[config.mk]
export PLATFORM = sky130hd
export DESIGN_NAME = lobm_ram
export DESIGN_NICKNAME = d
export VERILOG_FILES = /design/src/rtl/lobm_ram.sv
export SDC_FILE = /design/constraint.sdc
export NUM_CORES = 1
export LEC_CHECK = 0
export BUFFER_PORTS_ARGS = -buffer_cell sky130_fd_sc_hd__buf_2
export CAP_MARGIN = 5
export CELL_PAD_IN_SITES_DETAIL_PLACEMENT = 1
export CELL_PAD_IN_SITES_GLOBAL_PLACEMENT = 2
export CORE_MARGIN = 2
export CORE_UTILIZATION = 48
export DETAILED_ROUTE_END_ITERATION = 10
export GPL_TIMING_DRIVEN = 0
export HOLD_SLACK_MARGIN = 0.05
export MAX_ROUTING_LAYER = met4
export PLACE_DENSITY = 0.75
export SYNTH_ARGS = -nofsm -noshare
export SYNTH_HDL_FRONTEND = slang
export SYNTH_SLANG_ARGS = --single-unit
[constraint.sdc]
create_clock -name clk -period 2.3 [get_ports clk]
set_clock_uncertainty 0.05 [all_clocks]
set_input_delay 0.46 -clock clk [delete_from_list [all_inputs] [get_ports clk]]
set_output_delay 0.46 -clock clk [all_outputs]
set_load 0.05 [all_outputs]
[src/rtl/lobm_ram.sv]
// generic single-port ram with registered read
module lobm_ram #(
  parameter int Width = 8,
  parameter int Depth = 16
) (
  input  logic                     clk,
  input  logic                     we,
  input  logic [$clog2(Depth)-1:0] addr,
  input  logic [Width-1:0]         wdata,
  output logic [Width-1:0]         rdata
);
  logic [Width-1:0] mem [Depth];

  always_ff @(posedge clk) begin
    if (we) begin
      mem[addr] <= wdata;
    end
    rdata <= mem[addr];
  end
endmodule

==> results of run 1 <==
## per-layer routing
| metal | global-route usage | vias to the layer above | part of all wire |
|---|---|---|---|
| li1 | - | 1045 | - |
| met1 | 0.292 | 1238 | 0.45 |
| met2 | 0.323 | 61 | 0.49 |
| met3 | 0.0492 | 14 | 0.042 |
| met4 | 0.0779 | 0 | 0.018 |
| met5 | - | - | 0 |
## worst max-delay path, cell delays in order
cell and delay (ns):
buf_2 0.26, buf_1 0.45, nand2_1 0.23, nor2_1 0.73
## worst max-delay path by stage
stage | cells past startpoint | end | slack (ns)
final | 4 | mem[3][5] | 0.25
after global routing | 4 | mem[14][5] | 0.15
after CTS | 3 | mem[12][5] | 0.20
after detailed placement | 3 | mem[12][5] | -0.30
after global placement | 3 | mem[0][0] | -0.30
after floorplan | 2 | mem[0][0] | 0.30
## state kept, by name, summed over array words and instances, names as in the netlist
signal / cells
mem: 128
rdata: 8
## synth_stat cells
master,count
nor2_1,13
nand2b_1,2
dfxtp_1,8
nor2b_1,2
clkbuf_2,1
edfxtp_1,128
nand3_1,1
and2_1,1
clkbuf_1,2
nand3b_1,2
nor3_1,4
mux4_2,32
or3b_2,1
nand2_1,9
buf_1,4
a22oi_1,16
buf_2,2
buf_6,2
## final cells by class
| cell class | instances | area (sq um) | area share |
|---|---|---|---|
| Sequential cell | 136 | 4000 | 0.678 |
| Multi-Input combinational cell | 83 | 1000 | 0.170 |
| Clock buffer | 22 | 453 | 0.0767 |
| Tap cell | 136 | 170 | 0.0288 |
| Timing Repair Buffer | 22 | 115 | 0.0195 |
| Clock inverter | 10 | 103 | 0.0174 |
| Buffer | 11 | 60.1 | 0.0102 |
## logic make-up after synthesis
group,after synthesis
compound gates,16
buf+inv,11
flops,136
mux,32
simple gates,35
## power groups by stage
| stage | registers (mW) | clock network (mW) | logic [mW] |
|---|---|---|---|
| after floorplan | 2.89 | 0 | 0.143 |
| after CTS | 2.79 | 2.57 | 0.324 |
| final | 2.79 | 2.54 | 0.320 |
| after global routing | 2.79 | 2.67 | 0.342 |
| after detailed placement | 2.84 | 0 | 0.321 |
| after global placement | 2.83 | 0 | 0.315 |
## cells in the final DEF, fill, tap and decap left out, drive strengths merged
master      n
and2        1
nand3       1
buf        29
clkbuf     26
nor3        4
nor2b       2
nand3b      2
a22oi      16
or3b        1
bufinv      2
edfxtp    128
clkinvlp    1
mux4       32
nor2       13
nand2b      2
clkinv      7
nand2       9
dfxtp       8
## stage by stage
step	std cells	area, sq um	util	setup WS (ns)
final	420	5910	0.575	0.245
after global routing	420	5910	0.575	0.145
after detailed placement	386	5340	0.520	-0.297
after floorplan	230	5070	-	0.297
after global placement	385	5330	0.519	-0.298
after CTS	418	5900	0.574	0.198
==> metrics.cfg, run 1 <==
[outcome]
outcome = completed

[power_and_ir_drop]
ir_worst_vdd_v = 0.000472
p_leak_nw = 1.93
power_mw = 5.64
p_clk_frac = 0.450
power_density_nw_per_um2 = 955
p_int_mw = 4.46
switching_share = 0.209
p_comb_frac = 0.057
p_switching_mw = 1.18
pwr-share-seq = 0.494

[sta]
hold_viol = 0
fmax_mhz = 487
timing.final.crit_share = 0.893
max_slew_margin = 0.174
final-setup-viol-count = 0
slew_viol_final = 0
finalWorstPathRequiredPeriod_ns = 2.05
tightest_slew_ns = 1.23
setup_tns_ns = 0
rsz0062_at_grt = false
holdWs_ns = 0.298

[logic_synthesis]
postSynthCellCount = 230
synth-compound-area-share = 0.0237
synth_area_sq_um = 5070
yosysWarnings = 0
synth_top_family_by_area = multiplexers
synthXorXnorAreaFrac = 0
synthesis.nets = 244
synth_area_leaders = edfxtp_1 (76%), mux4_2 (14%), dfxtp_1 (3.2%)
synthAdderAreaFrac = 0
synth_area_per_cell_sq_um = 22.0
synthMuxAreaShare = 0.142
synth_top_area_frac = 0.759
yosys.area_share.simple = 0.0321
ys_ff_latch = 136
ys_seq_area_frac = 0.790
synth_cell_types = 18
yosysTopAreaCell = edfxtp_1

[cts]
cts_tree = built
clockBufferDepth = 2
cts_resized = 0
clk_pin_slew_ns = 0.06
htreeDepth = 4
clk_latency_ns = 0.52
cts_made_buffers = 17
cts_sinks = 136
post_cts_buffers = 0
cts_root_buf = clkbuf_8
cts_hold_buf = 0

[cells_and_area]
nNetsFinal = 285
drive_above_1_share = 0.313
area_growth_pct = 16.6
antenna_cells = 0
fillerInstances = 904

[min_path]
min_path_cells = 1
worstHoldPathType = input port to register
hp-start = wdata[3]
whs_endpoint = mem[7][3]

[routing]
wl_per_cell_um = 25.3
postRouteAntennaNets = 0
wirelength_um = 10600
vias = 2358
drtIter0Drc = 176
drc = 0
dr.pass1.iters = 4
vias_per_cell = 5.61

[die]
coreArea_sq_um = 10300
die_w_um = 107
die_h_um = 107
initial_core_util = 0.493
ios = 22
dieArea_sq_um = 11400
fp-row-count = 37

[worst_setup_path]
path_max_fanout = 10
arrival_ns = 2.15
crit_start = addr[1]
crit-reg2reg-capture = rdata[2]
path_class = input port to register
r2r_slack_ns = 0.77
start_kind = input port
critical_path_required_ns = 2.39
end_kind = register
rr_worst_depth = 3
regToRegStartpoint = mem[3][2]

[grt]
grt.total_usage = 0.215
grt_overflow_total = 0
antenna_found_initial = 0
grt_pass1_wl_um = 16100
grt_pass1_vias = 2528
grt_max_degree = 17

[place]
hpwlAfterDp_um = 6610
gp_congestion = 0.757
io_buffers = 19

[run]
cap_violations = 0

Note: power is estimated with default switching activity, not from simulation.
==> run 2, diff against run 1 <==
Settings changed: CELL_PAD_IN_SITES_DETAIL_PLACEMENT 1 to unset, CELL_PAD_IN_SITES_GLOBAL_PLACEMENT 2 to unset, CORE_UTILIZATION 48 to 53, PLACE_DENSITY 0.75 to 0.67.
==> run 2 against run 1 <==
Against the previous run: sequential power hardly changed; combinational power is 2% lower; die area decreased by 9.1%; hold slack is essentially flat; via count did not move; final cell count is 1.9% lower; flip-flop and latch count unchanged; largest power group unchanged; critical path depth unchanged; core utilization is 6.9 points higher; highest routed layer unchanged; fmax increased by 4.3%; clock power is 8.3% higher; power grew 3.5%.
==> metrics.cfg, run 2 (same netlist as run 1, synthesis figures left out) <==
[outcome]
outcome = completed  ; unchanged

[place]
gp_congestion = 0.797  ; was 0.757
io_buffers = 19  ; unchanged
dp.cells = 378  ; was 386
hpwlAfterDp_um = 5820  ; was 6610 um
placed_area_sq_um = 5320  ; was 5340 sq um

[die]
initial_core_util = 0.548  ; was 0.493
dieArea_sq_um = 10400  ; was 11400 sq um
die_w_um = 102  ; was 107 um
fp-row-count = 35  ; was 37
coreArea_sq_um = 9240  ; was 10300 sq um
ios = 22  ; unchanged
die_h_um = 102  ; was 107 um

[cts]
cts_hold_buf = 0  ; unchanged
cts_resized = 0  ; unchanged
clk_pin_slew_ns = 0.06  ; about the same
htreeDepth = 4  ; unchanged
cts_root_buf = clkbuf_8  ; unchanged
post_cts_buffers = 0  ; unchanged
clk_latency_ns = 0.52  ; about the same
cts_tree = built  ; unchanged
cts_sinks = 136  ; unchanged
cts_made_buffers = 17  ; unchanged
clockBufferDepth = 2  ; unchanged

[cells_and_area]
final_common_cell = edfxtp_1  ; unchanged
reg.largest.list = mem: 128 flops, rdata: 8 flops  ; unchanged
antenna_cells = 0  ; unchanged
drive_above_1_share = 0.318  ; was 0.313
top_register = mem  ; unchanged
fin_cells = 412  ; was 420
layout_common_cells = edfxtp_1 (128), mux4_2 (32), buf_2 (22)  ; unchanged
fillerInstances = 616  ; was 904
multi_input_area_sq_um = 1000  ; unchanged
ff_latch_area_sq_um = 4000  ; unchanged
design_area_sq_um = 5950  ; was 5910 sq um
largest_register_ffs = 128  ; unchanged
area_growth_pct = 17.4  ; was 16.6%
nNetsFinal = 284  ; was 285

[sta]
final-setup-viol-count = 0  ; unchanged
slew_viol_final = 0  ; unchanged
rsz0062_at_grt = false  ; unchanged
timing.final.crit_share = 0.856  ; was 0.893
setup_tns_ns = 0  ; unchanged
holdWs_ns = 0.298  ; about the same
finalWorstPathRequiredPeriod_ns = 1.97  ; was 2.05 ns
max_slew_margin = 0.173  ; was 0.174
fmax_mhz = 508  ; was 487 MHz
hold_viol = 0  ; unchanged
tightest_slew_ns = 1.23  ; about the same

[grt]
grt_overflow_total = 0  ; unchanged
antenna_found_initial = 0  ; unchanged
grt_pass1_vias = 2319  ; was 2528
grt.total_usage = 0.212  ; was 0.215
grt_max_degree = 17  ; unchanged
grt_pass1_wl_um = 14100  ; was 16100 um

[worst_setup_path]
rr_worst_depth = 3  ; unchanged
path_max_fanout = 10  ; unchanged
end_kind = register  ; unchanged
cp-endpoint = mem[2][2]  ; was mem[3][5]
cp.depth = 4  ; unchanged
arrival_ns = 2.06  ; was 2.15 ns
critical_path_required_ns = 2.39  ; about the same
crit_path_max_incr_delay_ns = 0.67  ; was 0.73 ns
path_class = input port to register  ; unchanged
crit-reg2reg-capture = rdata[6]  ; was rdata[2]
start_kind = input port  ; unchanged
regToRegStartpoint = mem[15][6]  ; was mem[3][2]
cp_cell_sequence = buf_2 > buf_1 > nand2b_1 > nor2_1  ; was buf_2 > buf_1 > nand2_1 > nor2_1
r2r_slack_ns = 0.90  ; was 0.77 ns
crit_slowest_cell = nor2_1  ; unchanged
crit_family = simple AND/OR/NAND/NOR gates  ; unchanged
crit_start = addr[1]  ; unchanged
path_buf_inv = 2  ; unchanged

[power_and_ir_drop]
p_leak_nw = 1.95  ; was 1.93 nW
power_density_nw_per_um2 = 982  ; was 955 nW/um^2
ir_worst_vdd_v = 0.000668  ; was 0.000472 V

[min_path]
hp-start = wdata[3]  ; unchanged
worstHoldPathType = input port to register  ; unchanged

[routing]
wl_per_cell_um = 23.1  ; was 25.3 um
drc = 0  ; unchanged
wirelength_um = 9530  ; was 10600 um
dr.pass1.iters = 4  ; unchanged
vias_per_cell = 5.72  ; was 5.61
drtIter0Drc = 268  ; was 176
postRouteAntennaNets = 0  ; unchanged
vias = 2358  ; unchanged

[run]
cap_violations = 0  ; unchanged

-- run 2: cell count changes in the layout (fill, tap and decap cells not counted), sizes merged --
cell	before	now
bufinv	2	3
buf	29	28
inv	0	1
clkinv	7	4
clkinvlp	1	2
-- run 2: report_power, final --
part	internal, mW	switching, mW
Combinational	0.105	0.207
Clock	1.77	0.976
Sequential	2.77	0.0129
-- run 2: how the worst min path moves through the flow --
stage                endpoint  depth (start not counted)  slack, ns
finish              mem[6][3]                          1       0.30
global route        mem[6][3]                          1       0.29
CTS                 mem[6][3]                          1       0.28
detailed placement   rdata[4]                          3       0.63
global placement     rdata[4]                          3       0.63
floorplan           mem[0][0]                          0       0.51
-- run 2: area by class of cell --
class,count,area share
clock inverters,10,0.0238
clock buffers,22,0.0795
plain buffers,11,0.0101
multi-input cells,83,0.169
flip-flops and latches,136,0.673
well taps,129,0.0271
repair buffers,21,0.0181
-- run 2: through the flow --
stage | total power, mW | util | setup WS [ns]
finish | 5.84 | 0.644 | 0.331
floorplan | 3.04 | - | 0.297
CTS | 5.87 | 0.643 | 0.210
global route | 6.03 | 0.644 | 0.226
detailed placement | 3.15 | 0.576 | -0.328
global placement | 3.14 | 0.576 | -0.301
-- run 2: routing by layer --
layer | share of wire | up-vias | global-route usage
met5 | 0 | - | -
met4 | 0.013 | 0 | 0.0707
met3 | 0.074 | 13 | 0.0669
met2 | 0.48 | 88 | 0.300
met1 | 0.43 | 1216 | 0.298
li1 | - | 1041 | -
==> run 3, diff against run 2 <==
Settings changed: ABC_CLOCK_PERIOD_IN_PS set to 2300, MAX_ROUTING_LAYER met4 to unset.
==> run 3 against run 2 <==
Against the previous run: non-clock buffer count stayed put; clock power is essentially flat; first-iteration DRC count up 16%; global-route usage shrank 0.62 points; critical path depth did not move; highest routed layer unchanged.
==> metrics.cfg, run 3 (same netlist as run 1, synthesis figures left out) <==
[outcome]
outcome = completed  ; unchanged

[worst_setup_path]
crit_path_max_incr_delay_ns = 0.66  ; was 0.67 ns
crit_family = simple AND/OR/NAND/NOR gates  ; unchanged
critical_path_required_ns = 2.39  ; about the same
arrival_ns = 2.05  ; was 2.06 ns
path_class = input port to register  ; unchanged
cp_cell_sequence = buf_2 > buf_1 > nand2b_1 > nor2_1  ; unchanged
start_kind = input port  ; unchanged
crit_slowest_cell = nor2_1  ; unchanged
path_max_fanout = 10  ; unchanged
path_buf_inv = 2  ; unchanged
end_kind = register  ; unchanged

[sta]
slew_viol_final = 0  ; unchanged
hold_viol = 0  ; unchanged
tightest_slew_ns = 1.21  ; was 1.23 ns
fmax_mhz = 510  ; was 508 MHz
max_slew_margin = 0.187  ; was 0.173
final-setup-viol-count = 0  ; unchanged
timing.final.crit_share = 0.852  ; was 0.856
rsz0062_at_grt = false  ; unchanged
finalWorstPathRequiredPeriod_ns = 1.96  ; was 1.97 ns
holdWs_ns = 0.298  ; about the same

[cts]
cts_sinks = 136  ; unchanged
clk_pin_slew_ns = 0.06  ; about the same
cts_root_buf = clkbuf_8  ; unchanged
cts_resized = 0  ; unchanged
cts_tree = built  ; unchanged
clk_latency_ns = 0.51  ; was 0.52 ns
post_cts_buffers = 0  ; unchanged
cts_hold_buf = 0  ; unchanged
cts_made_buffers = 17  ; unchanged
htreeDepth = 4  ; unchanged
clockBufferDepth = 2  ; unchanged

[grt]
grt_pass1_vias = 2322  ; was 2319
grt_max_degree = 17  ; unchanged
grt_overflow_total = 0  ; unchanged
grt_pass1_wl_um = 14000  ; was 14100 um
grt.total_usage = 0.206  ; was 0.212
antenna_found_initial = 0  ; unchanged

[cells_and_area]
layout_common_cells = edfxtp_1 (128), mux4_2 (32), buf_2 (23)  ; was edfxtp_1 (128), mux4_2 (32), buf_2 (22)
design_area_sq_um = 5950  ; about the same
top_register = mem  ; unchanged
antenna_cells = 0  ; unchanged
nNetsFinal = 284  ; unchanged
final_common_cell = edfxtp_1  ; unchanged
largest_register_ffs = 128  ; unchanged
area_growth_pct = 17.4  ; about the same
reg.largest.list = mem: 128 flops, rdata: 8 flops  ; unchanged
utilization = 0.644  ; about the same
drive_above_1_share = 0.318  ; unchanged

[die]
die_w_um = 102  ; unchanged
fp-row-count = 35  ; unchanged
die_h_um = 102  ; unchanged
ios = 22  ; unchanged
coreArea_sq_um = 9240  ; unchanged
dieArea_sq_um = 10400  ; unchanged
initial_core_util = 0.548  ; unchanged

[place]
placed_area_sq_um = 5320  ; unchanged
gp_congestion = 0.786  ; was 0.797
hpwlAfterDp_um = 5820  ; unchanged
io_buffers = 19  ; unchanged

[power_and_ir_drop]
ir_worst_vdd_v = 0.000665  ; was 0.000668 V
power_density_nw_per_um2 = 982  ; about the same
power_mw = 5.84  ; about the same
p_leak_nw = 1.95  ; about the same

[routing]
dr.pass1.iters = 4  ; unchanged
drtIter0Drc = 311  ; was 268
drc = 0  ; unchanged
postRouteAntennaNets = 0  ; unchanged
vias = 2330  ; was 2358
wirelength_um = 9450  ; was 9530 um
wl_per_cell_um = 22.9  ; was 23.1 um
vias_per_cell = 5.66  ; was 5.72

[min_path]
worstHoldPathType = input port to register  ; unchanged

[run]
cap_violations = 0  ; unchanged

-- run 3: metrics by stage --
stage | cells | TNS [ns] | setup WS [ns]
after floorplan | 230 | 0 | 0.297
after global placement | 378 | -15.71 | -0.301
after detailed placement | 378 | -17.56 | -0.328
after CTS | 410 | 0 | 0.210
after global routing | 412 | 0 | 0.244
final | 412 | 0 | 0.341
-- run 3: where the power goes --
group	internal (mW)	switching, mW
clock	1.77	0.974
combinational	0.105	0.206
sequential	2.77	0.0130
total	4.65	1.19
-- run 3: routing by layer --
metal | vias to the layer above | wire length (um) | track usage
met3 | 12 | 618 | 0.0690
li1 | 1039 | - | -
met1 | 1195 | 4080 | 0.296
met5 | - | 0 | 0
met2 | 84 | 4620 | 0.302
met4 | 0 | 133 | 0.0707
-- run 3: layout make-up --
type,instances,area [sq um]
buffer,11,60.1
clock buffer,22,473
clock inverter,10,141
fill,618,3290
multi-input combinational,83,1000
sequential,136,4000
tap,129,161
timing repair buffer,21,105
-- run 3: path summary, 6_finish.rpt --
path / startpoint / to / slack [ns] / cells past startpoint
setup / recovery: addr[1] / mem[2][2] / 0.34 / 4
hold / removal: wdata[3] / mem[0][3] / 0.30 / 1
setup reg to reg: mem[11][7] / rdata[7] / 0.92 / 3
hold reg to reg: mem[10][4] / rdata[4] / 0.64 / 3
